==> src/rtl/rgb_to_hsv_pixel_assert.svh <==
// ----------------------------------------------------------------------------
// RGB to HSV pixel converter: assertion macros
// Shorthand for the clocked, reset-qualified properties used in the RTL.
// ----------------------------------------------------------------------------
`ifndef RGB_TO_HSV_PIXEL_ASSERT_SVH
`define RGB_TO_HSV_PIXEL_ASSERT_SVH

// The consequent must hold in the same cycle as the antecedent.
`define RTH_ASSERT_SAME(lbl, clk, rst, ante, cons, msg) \
   lbl: assert property (@(posedge clk) disable iff (rst) (ante) |-> (cons)) \
      else $error(msg);

// The consequent must hold in the cycle after the antecedent.
`define RTH_ASSERT_NEXT(lbl, clk, rst, ante, cons, msg) \
   lbl: assert property (@(posedge clk) disable iff (rst) (ante) |=> (cons)) \
      else $error(msg);

`endif

==> src/rtl/rth_pkg.sv <==
// ----------------------------------------------------------------------------
// RGB to HSV pixel converter: shared definitions
// Field widths, hue scaling constants and the maximum-channel codes.
// ----------------------------------------------------------------------------
`timescale 1ns / 1ps

package rth_pkg;

   localparam int ALPHA_W  = 8;
   localparam int HUE_W    = 15;
   localparam int SAT_W    = 8;
   localparam int BRIGHT_W = 8;

   localparam int DEGREES_PER_SECTOR = 60;
   localparam int SECTORS            = 6;

   localparam logic [1:0] SEL_RED   = 2'd0;
   localparam logic [1:0] SEL_GREEN = 2'd1;
   localparam logic [1:0] SEL_BLUE  = 2'd2;

endpackage

==> src/rtl/rth_if.sv <==
// ----------------------------------------------------------------------------
// RGB to HSV pixel converter: stream interfaces
// Valid/ready channels for the RGBA pixel input and the HSV result output.
// ----------------------------------------------------------------------------
`timescale 1ns / 1ps

interface rth_req_if #(
   parameter int CHANNEL_BITS = 8
) ();
   logic                        valid;
   logic                        ready;
   logic [CHANNEL_BITS-1:0]     red;
   logic [CHANNEL_BITS-1:0]     green;
   logic [CHANNEL_BITS-1:0]     blue;
   logic [rth_pkg::ALPHA_W-1:0] alpha_in;

   modport source (output valid, output red, output green, output blue,
                   output alpha_in, input ready);
   modport sink   (input valid, input red, input green, input blue,
                   input alpha_in, output ready);
endinterface

interface rth_rsp_if ();
   logic                         valid;
   logic                         ready;
   logic [rth_pkg::HUE_W-1:0]    hue;
   logic [rth_pkg::SAT_W-1:0]    saturation;
   logic [rth_pkg::BRIGHT_W-1:0] brightness;
   logic [rth_pkg::ALPHA_W-1:0]  alpha_out;

   modport source (output valid, output hue, output saturation,
                   output brightness, output alpha_out, input ready);
   modport sink   (input valid, input hue, input saturation,
                   input brightness, input alpha_out, output ready);
endinterface

==> src/rtl/rgb_to_hsv_pixel.sv <==
// ----------------------------------------------------------------------------
// RGB to HSV pixel converter
// Converts one RGBA pixel a transfer into hue, saturation, value and alpha.
// ----------------------------------------------------------------------------
// Pixels arrive on req_chan and results leave on rsp_chan, both valid/ready
// channels; a transfer happens on a clock edge with valid and ready high.
// One pixel can be taken every clock while rsp_chan.ready stays high, so the
// sustained rate is one pixel a cycle when the receiver does not stall. The
// hue and saturation quotients are NSTEP bits wide, where NSTEP is the larger
// of CHANNEL_BITS and the bit width of the sixty-degree hue step. They come
// from two restoring dividers, which retire one quotient bit per stage.
// Hue is in units of 1/(2^HUE_FRACTION_BITS) degree, saturation uses the
// full channel code for 1.0 and brightness is the largest channel.
// Each stage holds its pixel until the next stage is free, so a stalled
// receiver backs the pipeline up stage by stage and bubbles are squeezed
// out; nothing is lost or repeated. The block keeps no other state.
// Reset clears the stage valid flags only; the pipeline is empty afterwards
// and ready is high in the following cycle.
// ----------------------------------------------------------------------------
`timescale 1ns / 1ps
`include "rgb_to_hsv_pixel_assert.svh"

module rgb_to_hsv_pixel #(
   parameter int CHANNEL_BITS      = 8,
   parameter int HUE_FRACTION_BITS = 6
) (
   input logic       clock,
   input logic       reset,
   rth_req_if.sink   req_chan,
   rth_rsp_if.source rsp_chan
);

   localparam int CB         = CHANNEL_BITS;
   localparam int SIXTY      = rth_pkg::DEGREES_PER_SECTOR * (2 ** HUE_FRACTION_BITS);
   localparam int SIXTY_BITS = $clog2(SIXTY + 1);
   localparam int NSTEP      = (SIXTY_BITS > CB) ? SIXTY_BITS : CB;
   localparam int NUM_W      = CB + NSTEP;
   localparam int TURN       = rth_pkg::SECTORS * SIXTY;
   localparam int HCW        = $clog2(TURN + 1);
   localparam int HOW        = (HCW > rth_pkg::HUE_W) ? HCW : rth_pkg::HUE_W;
   localparam int LAST       = NSTEP + 2;
   localparam int ALPHA_W    = rth_pkg::ALPHA_W;
   localparam int HUE_W      = rth_pkg::HUE_W;
   localparam int SAT_W      = rth_pkg::SAT_W;
   localparam int BRIGHT_W   = rth_pkg::BRIGHT_W;

   typedef struct packed {
      logic [CB-1:0]      mx;
      logic [CB-1:0]      delta;
      logic [CB-1:0]      absdiff;
      logic               neg;
      logic [1:0]         sel;
      logic [ALPHA_W-1:0] alpha;
   } front_type;

   typedef struct packed {
      logic [CB-1:0]      h_rem;
      logic [NSTEP-1:0]   h_lq;
      logic [CB-1:0]      h_div;
      logic [CB-1:0]      s_rem;
      logic [NSTEP-1:0]   s_lq;
      logic [CB-1:0]      s_div;
      logic               neg;
      logic [1:0]         sel;
      logic [CB-1:0]      bright;
      logic [ALPHA_W-1:0] alpha;
   } div_type;

   typedef struct packed {
      logic [HUE_W-1:0]    hue;
      logic [SAT_W-1:0]    sat;
      logic [BRIGHT_W-1:0] bright;
      logic [ALPHA_W-1:0]  alpha;
   } out_type;

   // One restoring step: bring in the next dividend bit, subtract if it fits,
   // and shift the new quotient bit in behind the remaining dividend bits.
   function automatic logic [NUM_W-1:0] div_step(input logic [CB-1:0]    rem,
                                                 input logic [NSTEP-1:0] lq,
                                                 input logic [CB-1:0]    dv);
      logic [CB:0] trial;
      logic [CB:0] diffv;
      logic        ge;
      trial = {rem, lq[NSTEP-1]};
      diffv = trial - {1'b0, dv};
      ge    = (trial >= {1'b0, dv});
      if (ge) begin
         return {diffv[CB-1:0], lq[NSTEP-2:0], 1'b1};
      end
      return {trial[CB-1:0], lq[NSTEP-2:0], 1'b0};
   endfunction

   logic [LAST:0]   v_ff;
   logic [LAST:0]   v_in;
   logic [LAST+1:0] adv;

   front_type front_ff;
   front_type front_in;
   div_type   div_ff [0:NSTEP];
   div_type   div_in [0:NSTEP];
   out_type   out_ff;
   out_type   out_in;

   logic [NUM_W-1:0] h_num;
   logic [NUM_W-1:0] s_num;
   logic [HOW-1:0]   hue_wide;
   logic [NSTEP-1:0] q_h;

   // Handshake: a stage may load when it is empty or its own content moves on.
   always_comb begin
      adv[LAST+1] = rsp_chan.ready;
      for (int i = LAST; i >= 0; i--) begin
         adv[i] = !v_ff[i] || adv[i+1];
      end
   end

   assign req_chan.ready = adv[0];

   always_comb begin
      v_in[0] = adv[0] ? req_chan.valid : v_ff[0];
      for (int i = 1; i <= LAST; i++) begin
         v_in[i] = adv[i] ? v_ff[i-1] : v_ff[i];
      end
   end

   always_ff @(posedge clock) begin
      if (reset) begin
         v_ff <= '0;
      end else begin
         v_ff <= v_in;
      end
   end

   // Stage 0: largest and smallest channel and the signed channel difference.
   always_comb begin
      logic [CB-1:0] mx;
      logic [CB-1:0] mn;
      logic [CB-1:0] pa;
      logic [CB-1:0] pb;
      logic [1:0]    sel;
      mx  = req_chan.red;
      sel = rth_pkg::SEL_RED;
      if (req_chan.green > mx) begin
         mx  = req_chan.green;
         sel = rth_pkg::SEL_GREEN;
      end
      if (req_chan.blue > mx) begin
         mx  = req_chan.blue;
         sel = rth_pkg::SEL_BLUE;
      end
      mn = req_chan.red;
      if (req_chan.green < mn) begin
         mn = req_chan.green;
      end
      if (req_chan.blue < mn) begin
         mn = req_chan.blue;
      end
      case (sel)
         rth_pkg::SEL_GREEN: begin
            pa = req_chan.blue;
            pb = req_chan.red;
         end
         rth_pkg::SEL_BLUE: begin
            pa = req_chan.red;
            pb = req_chan.green;
         end
         default: begin
            pa = req_chan.green;
            pb = req_chan.blue;
         end
      endcase
      front_in.mx      = mx;
      front_in.delta   = mx - mn;
      front_in.neg     = (pa < pb);
      front_in.absdiff = (pa < pb) ? (pb - pa) : (pa - pb);
      front_in.sel     = sel;
      front_in.alpha   = req_chan.alpha_in;
   end

   always_ff @(posedge clock) begin
      if (adv[0]) begin
         front_ff <= front_in;
      end
   end

   // Stage 1: form both dividends and split them into remainder and low bits.
   always_comb begin
      h_num = NUM_W'(SIXTY) * NUM_W'(front_ff.absdiff);
      s_num = (NUM_W'(front_ff.delta) << CB) - NUM_W'(front_ff.delta);
      div_in[0].h_rem  = h_num[NUM_W-1:NSTEP];
      div_in[0].h_lq   = h_num[NSTEP-1:0];
      div_in[0].h_div  = front_ff.delta;
      div_in[0].s_rem  = s_num[NUM_W-1:NSTEP];
      div_in[0].s_lq   = s_num[NSTEP-1:0];
      div_in[0].s_div  = front_ff.mx;
      div_in[0].neg    = front_ff.neg;
      div_in[0].sel    = front_ff.sel;
      div_in[0].bright = front_ff.mx;
      div_in[0].alpha  = front_ff.alpha;
   end

   // Divider stages: one quotient bit for hue and saturation in each.
   for (genvar k = 1; k <= NSTEP; k++) begin : g_div_step
      always_comb begin
         div_in[k] = div_ff[k-1];
         {div_in[k].h_rem, div_in[k].h_lq} =
            div_step(div_ff[k-1].h_rem, div_ff[k-1].h_lq, div_ff[k-1].h_div);
         {div_in[k].s_rem, div_in[k].s_lq} =
            div_step(div_ff[k-1].s_rem, div_ff[k-1].s_lq, div_ff[k-1].s_div);
      end
   end

   for (genvar k = 0; k <= NSTEP; k++) begin : g_div_reg
      always_ff @(posedge clock) begin
         if (adv[k+1]) begin
            div_ff[k] <= div_in[k];
         end
      end
   end

   // Final stage: apply the sign and the sector offset, then wrap a negative
   // red hue by one full turn.
   assign q_h = div_ff[NSTEP].h_lq;

   always_comb begin
      hue_wide = '0;
      if (div_ff[NSTEP].h_div != '0) begin
         case (div_ff[NSTEP].sel)
            rth_pkg::SEL_RED: begin
               if (div_ff[NSTEP].neg && (q_h != '0)) begin
                  hue_wide = HOW'(TURN) - HOW'(q_h);
               end else begin
                  hue_wide = HOW'(q_h);
               end
            end
            rth_pkg::SEL_GREEN: begin
               hue_wide = div_ff[NSTEP].neg ? (HOW'(2 * SIXTY) - HOW'(q_h))
                                            : (HOW'(2 * SIXTY) + HOW'(q_h));
            end
            rth_pkg::SEL_BLUE: begin
               hue_wide = div_ff[NSTEP].neg ? (HOW'(4 * SIXTY) - HOW'(q_h))
                                            : (HOW'(4 * SIXTY) + HOW'(q_h));
            end
            default: begin
               hue_wide = '0;
            end
         endcase
      end
      out_in.hue    = hue_wide[HUE_W-1:0];
      out_in.sat    = (div_ff[NSTEP].s_div == '0) ? '0 : SAT_W'(div_ff[NSTEP].s_lq);
      out_in.bright = BRIGHT_W'(div_ff[NSTEP].bright);
      out_in.alpha  = div_ff[NSTEP].alpha;
   end

   always_ff @(posedge clock) begin
      if (adv[LAST]) begin
         out_ff <= out_in;
      end
   end

   assign rsp_chan.valid      = v_ff[LAST];
   assign rsp_chan.hue        = out_ff.hue;
   assign rsp_chan.saturation = out_ff.sat;
   assign rsp_chan.brightness = out_ff.bright;
   assign rsp_chan.alpha_out  = out_ff.alpha;

   `RTH_ASSERT_NEXT(a_transfer_fills_front, clock, reset,
                    req_chan.valid && req_chan.ready, v_ff[0],
                    "An input transfer did not reach the first stage.")
   `RTH_ASSERT_SAME(a_hue_rem_below_divisor, clock, reset,
                    v_ff[NSTEP+1] && (div_ff[NSTEP].h_div != '0),
                    div_ff[NSTEP].h_rem < div_ff[NSTEP].h_div,
                    "Hue division left a remainder not below the divisor.")
   `RTH_ASSERT_SAME(a_sat_rem_below_divisor, clock, reset,
                    v_ff[NSTEP+1] && (div_ff[NSTEP].s_div != '0),
                    div_ff[NSTEP].s_rem < div_ff[NSTEP].s_div,
                    "Saturation division left a remainder not below the divisor.")
   `RTH_ASSERT_SAME(a_hue_below_turn, clock, reset,
                    v_ff[NSTEP+1], hue_wide < HOW'(TURN),
                    "Hue reached a full turn.")
   `RTH_ASSERT_NEXT(a_stalled_result_held, clock, reset,
                    v_ff[LAST] && !rsp_chan.ready, v_ff[LAST] && $stable(out_ff),
                    "A stalled result was not held.")

endmodule
==> src/flat_wrapper.sv <==
// flat-port wrapper written by rule: the top's interface ports become plain ports
module rgb_to_hsv_pixel_flat 
#(
   parameter int CHANNEL_BITS      = 8,
   parameter int HUE_FRACTION_BITS = 6
)
  (clock, reset, req_chan_valid, req_chan_red, req_chan_green, req_chan_blue, req_chan_alpha_in, req_chan_ready, rsp_chan_valid, rsp_chan_hue, rsp_chan_saturation, rsp_chan_brightness, rsp_chan_alpha_out, rsp_chan_ready);
  rth_req_if #(.CHANNEL_BITS(CHANNEL_BITS)) req_chan_i ();
  rth_rsp_if rsp_chan_i ();
  input logic clock;
  input logic reset;
  input wire logic [$bits(req_chan_i.valid)-1:0] req_chan_valid;
  input wire logic [$bits(req_chan_i.red)-1:0] req_chan_red;
  input wire logic [$bits(req_chan_i.green)-1:0] req_chan_green;
  input wire logic [$bits(req_chan_i.blue)-1:0] req_chan_blue;
  input wire logic [$bits(req_chan_i.alpha_in)-1:0] req_chan_alpha_in;
  output wire logic [$bits(req_chan_i.ready)-1:0] req_chan_ready;
  output wire logic [$bits(rsp_chan_i.valid)-1:0] rsp_chan_valid;
  output wire logic [$bits(rsp_chan_i.hue)-1:0] rsp_chan_hue;
  output wire logic [$bits(rsp_chan_i.saturation)-1:0] rsp_chan_saturation;
  output wire logic [$bits(rsp_chan_i.brightness)-1:0] rsp_chan_brightness;
  output wire logic [$bits(rsp_chan_i.alpha_out)-1:0] rsp_chan_alpha_out;
  input wire logic [$bits(rsp_chan_i.ready)-1:0] rsp_chan_ready;
  assign req_chan_i.valid = req_chan_valid;
  assign req_chan_i.red = req_chan_red;
  assign req_chan_i.green = req_chan_green;
  assign req_chan_i.blue = req_chan_blue;
  assign req_chan_i.alpha_in = req_chan_alpha_in;
  assign req_chan_ready = req_chan_i.ready;
  assign rsp_chan_valid = rsp_chan_i.valid;
  assign rsp_chan_hue = rsp_chan_i.hue;
  assign rsp_chan_saturation = rsp_chan_i.saturation;
  assign rsp_chan_brightness = rsp_chan_i.brightness;
  assign rsp_chan_alpha_out = rsp_chan_i.alpha_out;
  assign rsp_chan_i.ready = rsp_chan_ready;
  rgb_to_hsv_pixel #(.CHANNEL_BITS(CHANNEL_BITS), .HUE_FRACTION_BITS(HUE_FRACTION_BITS)) u_core (.clock(clock), .reset(reset), .req_chan(req_chan_i), .rsp_chan(rsp_chan_i));
endmodule
==> config.mk <==
export PLATFORM = sky130hd
export DESIGN_NAME = rgb_to_hsv_pixel_flat
export DESIGN_NICKNAME = d
export VERILOG_FILES = /design/src/rtl/rth_pkg.sv /design/src/rtl/rth_if.sv /design/src/rtl/rgb_to_hsv_pixel.sv /design/src/flat_wrapper.sv
export VERILOG_INCLUDE_DIRS = /design/src /design/src/rtl
export SDC_FILE = /design/constraint.sdc
export NUM_CORES = 1
export LEC_CHECK = 0
export ABC_AREA = 1
export BUFFER_PORTS_ARGS = -buffer_cell sky130_fd_sc_hd__buf_4
export CORE_ASPECT_RATIO = 1.1
export CORE_MARGIN = 3
export CORE_UTILIZATION = 63
export CTS_BUF_LIST = sky130_fd_sc_hd__clkbuf_8
export DETAILED_ROUTE_END_ITERATION = 8
export PLACE_DENSITY_LB_ADDON = 0.08
export RECOVER_POWER = 25
export SKIP_CTS_REPAIR_TIMING = 1
export SYNTH_ARGS = -nofsm -noshare
export SYNTH_HDL_FRONTEND = slang
export SYNTH_SLANG_ARGS = --single-unit
==> constraint.sdc <==
create_clock -name clock -period 8.14 [get_ports clock]
set_clock_uncertainty 0.2 [all_clocks]
set_input_delay 1.628 -clock clock [delete_from_list [all_inputs] [get_ports clock]]
set_output_delay 1.628 -clock clock [all_outputs]
set_load 0.02 [all_outputs]
== Word level (Yosys, flattened, before mapping) ==
Memories as Yosys holds them, arrays and structs flattened.
Cells that the tools add are included.
Word-level totals
  register bits after elaboration: 89
  latch bits: 0
  bits in writable memories: 975
  bits in read-only memories: 0
  bits of input ports: 36
  output and inout bits: 41
  memories: 1
Operators by class
  $add $sub $neg: 33
  multiply operators: 1
  div/mod/pow operators: 0
  $lt $le $gt $ge: 29
  equality and inequality tests: 4
  shift operators: 0
  muxes and demuxes: 111
  bitwise logic cells: 0
  reduce and logical (&&, ||, !) cells: 35
Memories
  u_core.div_ff: depth 13, bits a word 75, read ports 13, clocked after memory_dff 0, write ports 13, line rgb_to_hsv_pixel.sv:99  | div_type div_ff [0:NSTEP];
Operators by type and width (count)
  20-bit 2-to-1 mux: 48
  9-bit by 8-bit >= comparator with 1-bit output: 24
  8-bit subtractor: 27
  1-bit 2-to-1 mux: 51
  15-bit 2-to-1 mux: 3
  15-bit one-hot mux with 3 select lines: 1
  8-bit 2-to-1 mux: 5
  8-bit one-hot mux with 2 select lines: 2
  8-bit < comparator: 3
  16-bit by 8-bit subtractor with 17-bit output: 1
  8-bit greater-than comparator: 2
  14-bit by 12-bit adder with 15-bit output (first input constant): 1
  1-bit zero test: 15
  1-bit logical OR: 15
  14-bit by 12-bit subtractor with 15-bit output (first input constant): 1
  15-bit by 12-bit subtractor with 15-bit output (first input constant): 1
  13-bit by 12-bit adder with 14-bit output (first input constant): 1
  13-bit by 12-bit subtractor with 14-bit output (first input constant): 1
  4-bit by 8-bit multiplier with 12-bit output (first input constant): 1
  12-bit nonzero test: 1
  8-bit zero test: 1
  8-bit nonzero test: 1
  2-bit by 1-bit equality test with 1-bit output (second input constant): 2
  2-bit equality test (second input constant): 2
  3 further kinds: 3

== Depth between registers and ports, before layout ==
  word-level depth: 17
  gate-level depth with buffers: 38
  mapped depth without buffers: 37

== Least setup slack after synthesis ==
No wires, ideal clock.
  path type: input port to output port
  start point: input rsp_chan_ready
  end point: output req_chan_ready
  arrival time: 5.912 ns
  data required time: 6.312 ns
  setup slack: 0.400 ns
  cell stages on the path: 9
  path buffers: 0
  path through: inv_1 nand4_4 nor2_4 nand4_4 or2_4 nor2_8 nand4_4 nor2_4 nand3_2
On the way
  word-level cells in the longest chain between the ends: 15
Ends and longest elaborated chain
  start, declared: line flat_wrapper.sv:23  | input wire logic [$bits(rsp_chan_i.ready)-1:0] rsp_chan_ready;
  1-bit logical OR (3 in series): line rgb_to_hsv_pixel.sv:113  | adv[i] = !v_ff[i] || adv[i+1];
  via u_core.adv[12]: line rgb_to_hsv_pixel.sv:95  | logic [LAST+1:0] adv;
  1-bit logical OR (4 in series): line rgb_to_hsv_pixel.sv:113
  via u_core.adv[8]: line rgb_to_hsv_pixel.sv:95
  1-bit logical OR: line rgb_to_hsv_pixel.sv:113
  via u_core.adv[7]: line rgb_to_hsv_pixel.sv:95
  1-bit logical OR (4 in series): line rgb_to_hsv_pixel.sv:113
  via u_core.adv[3]: line rgb_to_hsv_pixel.sv:95
  1-bit logical OR (3 in series): line rgb_to_hsv_pixel.sv:113
  end, declared: line flat_wrapper.sv:17  | output wire logic [$bits(req_chan_i.ready)-1:0] req_chan_ready;
The timed path passes the listed nets, and every way through them passes these cells.

==> results.txt <==
status: complete, no violations
min-delay worst type: reg -> reg
DRT iter0 DRCs: 1183
CTS buffer count: 131
DRC: 0
Clock transition at path regs: 60 ps
leakage power: 18.2 nW
layout cells sized above 1: 9.37%
worst slack, placed: 873 ps
die height: 263 um
setup ws final: 1720 ps
grt ovf: 0
detailed-route via count: 22.0k
post-synth top area share: 63.8%
first-pass GRT wire length: 106 mm
most frequent CP cell: nand2_1
vias per cell: 5.37
Hold Startpoint: u_core.div_ff[0][35]$_DFFE_PP_
H-tree Lvls: 4
Post-Syn Area: 37900 um2
CTS max path bufs: 3
die area: 63100 um2
r2r startpoint: u_core.front_ff[14]$_DFFE_PP_
Layout area overhead: 10.1%
I/O Pins: 77
register bit total from synthesis: 819
syn nets: 3388
Tightest Pin Transition: 1060 ps
Final nets: 3576
Core Area: 59000 um2
most common library cells after synthesis: 804 x edfxtp_1, 480 x inv_1, 366 x nand2_1
CP peak stage delay: 460 ps
first drt pass iteration count: 5
final setup TNS: 0 ps
Worst EP arrival: 6700 ps
row cnt: 93
DRT Wirelength: 62.7 mm
Antenna Nets Post-Route: 0
cell taking the most area after synthesis: edfxtp_1
Post-synth EDFFs: 804
VDD IR max: 0.676 mV
max-cap viol count: 0
RSZ-0062 raised after global routing: false
Die X: 240 um
Critical Path Sink Type: flop
Max FO, Critical Path: 17
leading cell type by number of instances after synthesis: edfxtp_1
CP max stage cell: a221oi_1
Core Util, Final: 70.6%
Netlist cell types: 55
largest net degree at the start of global routing: 63
fin crit share: 78.9%
port bufs: 76
Slew Limit Fails: 0
clock sinks: 819
Initial Util: 64.2%
Critical Path Start Type: input pin
sequential fraction of the synthesis area: 64.6%
Synth area leaders: edfxtp_1 64%, ha_1 8.9%, inv_1 4.8%, nand2_1 3.6%, a21oi_1 2.7%
vias in the first global route: 23.1k
WP data required: 8420 ps
pwr dens: 446 nW/um2
post-synthesis async set-or-reset flop share: 0%
initial antenna violation count: 1
Synth Flop Type: edfxtp_1
Design Power: 18.6 mW
total track usage: 20.7%
Max Fclk: 156 MHz
post-DP HPWL: 46.1 mm
warnings from Yosys: 0
Root Driver: clkbuf_8
clk_lat worst skew: 760 ps
minimum clock period: 6420 ps
Mapped Cells: 3046
Syn Area/Cell: 12.4 um2
final hold viol count: 0
Routed wire per std cell: 15.3 um
Setup CP Type: in -> reg
routability cong.: 0.899
CTS tree: yes
final setup vio count: 0
CP Launch Point: req_chan_red[5]
Max-Slew Margin vs Limit: 29.4%
## per-layer routing
metal / vias to the layer above / share of wire (%) / GRT usage (%)
met5: - / 0 / 0
met4: 0 / 2.9 / 8.63
met3: 145 / 3.9 / 4.37
met2: 446 / 55 / 39.2
met1: 10400 / 39 / 22.2
li1: 10900 / - / -
## stage by stage
step | cells | hold WS (ps) | area [um2]
after floorplan | 3046 | 200 | 37900
after global placement | 3861 | 200 | 39300
after detailed placement | 3861 | 205 | 39300
after CTS | 4091 | 190 | 41700
after global routing | 4092 | 198 | 41700
final | 4092 | 185 | 41700
## logic make-up (layout without fill, tap and decap cells)
kind of cell               count (synthesis)  in the layout  synth area share, %
muxes                                      1              1               0.0264
buffers and inverters                    524            809                 5.40
AOI/OAI and AO/OA                        497            497                 7.30
xor gates and xnor gates                 144            144                 3.33
DFF                                      819            819                 64.6
other                                      1              2              0.00991
adders and majority gates                306            306                 10.9
and+or+nand+nor                          754            754                 8.49
## critical path: cells and delay by family
kind                     cells  cell delay (ps)
AO/OA/AOI/OAI               10             1670
XOR/XNOR                     1              160
adder cells (fa/ha/maj)      4             1230
buffers and inverters        5              580
AND/OR/NAND/NOR             12             1460
## placed cells by master (no fill, tap or decap), types with 6 or more instances in the layout
master / count
nand3_2: 6
nor3_1: 29
fa_1: 38
o211ai_1: 6
a21o_1: 19
nor2_1: 237
inv_2: 10
nand4_1: 23
xnor2_1: 50
buf_4: 92
clkbuf_8: 139
clkinv_1: 20
o21ai_1: 31
clkinv_2: 14
o21ai_0: 169
nand3_1: 50
a211oi_1: 15
xor2_1: 94
inv_1: 518
a21oi_1: 207
nand2_2: 11
dfxtp_1: 15
edfxtp_1: 804
a221oi_1: 17
ha_1: 268
or4_1: 6
nand2_1: 363
or2_2: 6
## report_power, final
part / internal [mW] / switching (mW)
clock network: 1.60 / 1.54
registers: 7.10 / 0.853
logic: 3.09 / 4.42
total: 11.8 / 6.82
## flip-flops by register name (all words and copies together), names as in the netlist
name,flops
u_core.rsp_chan.alpha_out,8
u_core.rsp_chan.saturation,8
u_core.rsp_chan.brightness,8
u_core.div_in,27
u_core.div_ff,730
u_core.v_ff,15
u_core.rsp_chan.hue,15
u_core.front_ff,8
## cell type report
class,instances,area [um2]
Multi-Input combinational cell,1703,11400
Sequential cell,819,24400
Inverter,487,1830
Clock buffer,139,1910
Antenna cell,1,2.50
Clock inverter,91,458
Tap cell,760,951
Timing Repair Buffer,92,691
Fill cell,3945,17300
## worst paths after layout
kind                                      to  slack (ps)  cells past startpoint
max reg2reg   u_core.div_ff[0][74]$_DFFE_PP_        4460                     13
min          u_core.div_ff[0][111]$_DFFE_PP_         190                      0
min reg2reg  u_core.div_ff[0][111]$_DFFE_PP_         190                      0
max            u_core.front_ff[14]$_DFFE_PP_        1720                     32
No activity file was read; power rests on OpenSTA's default activity.
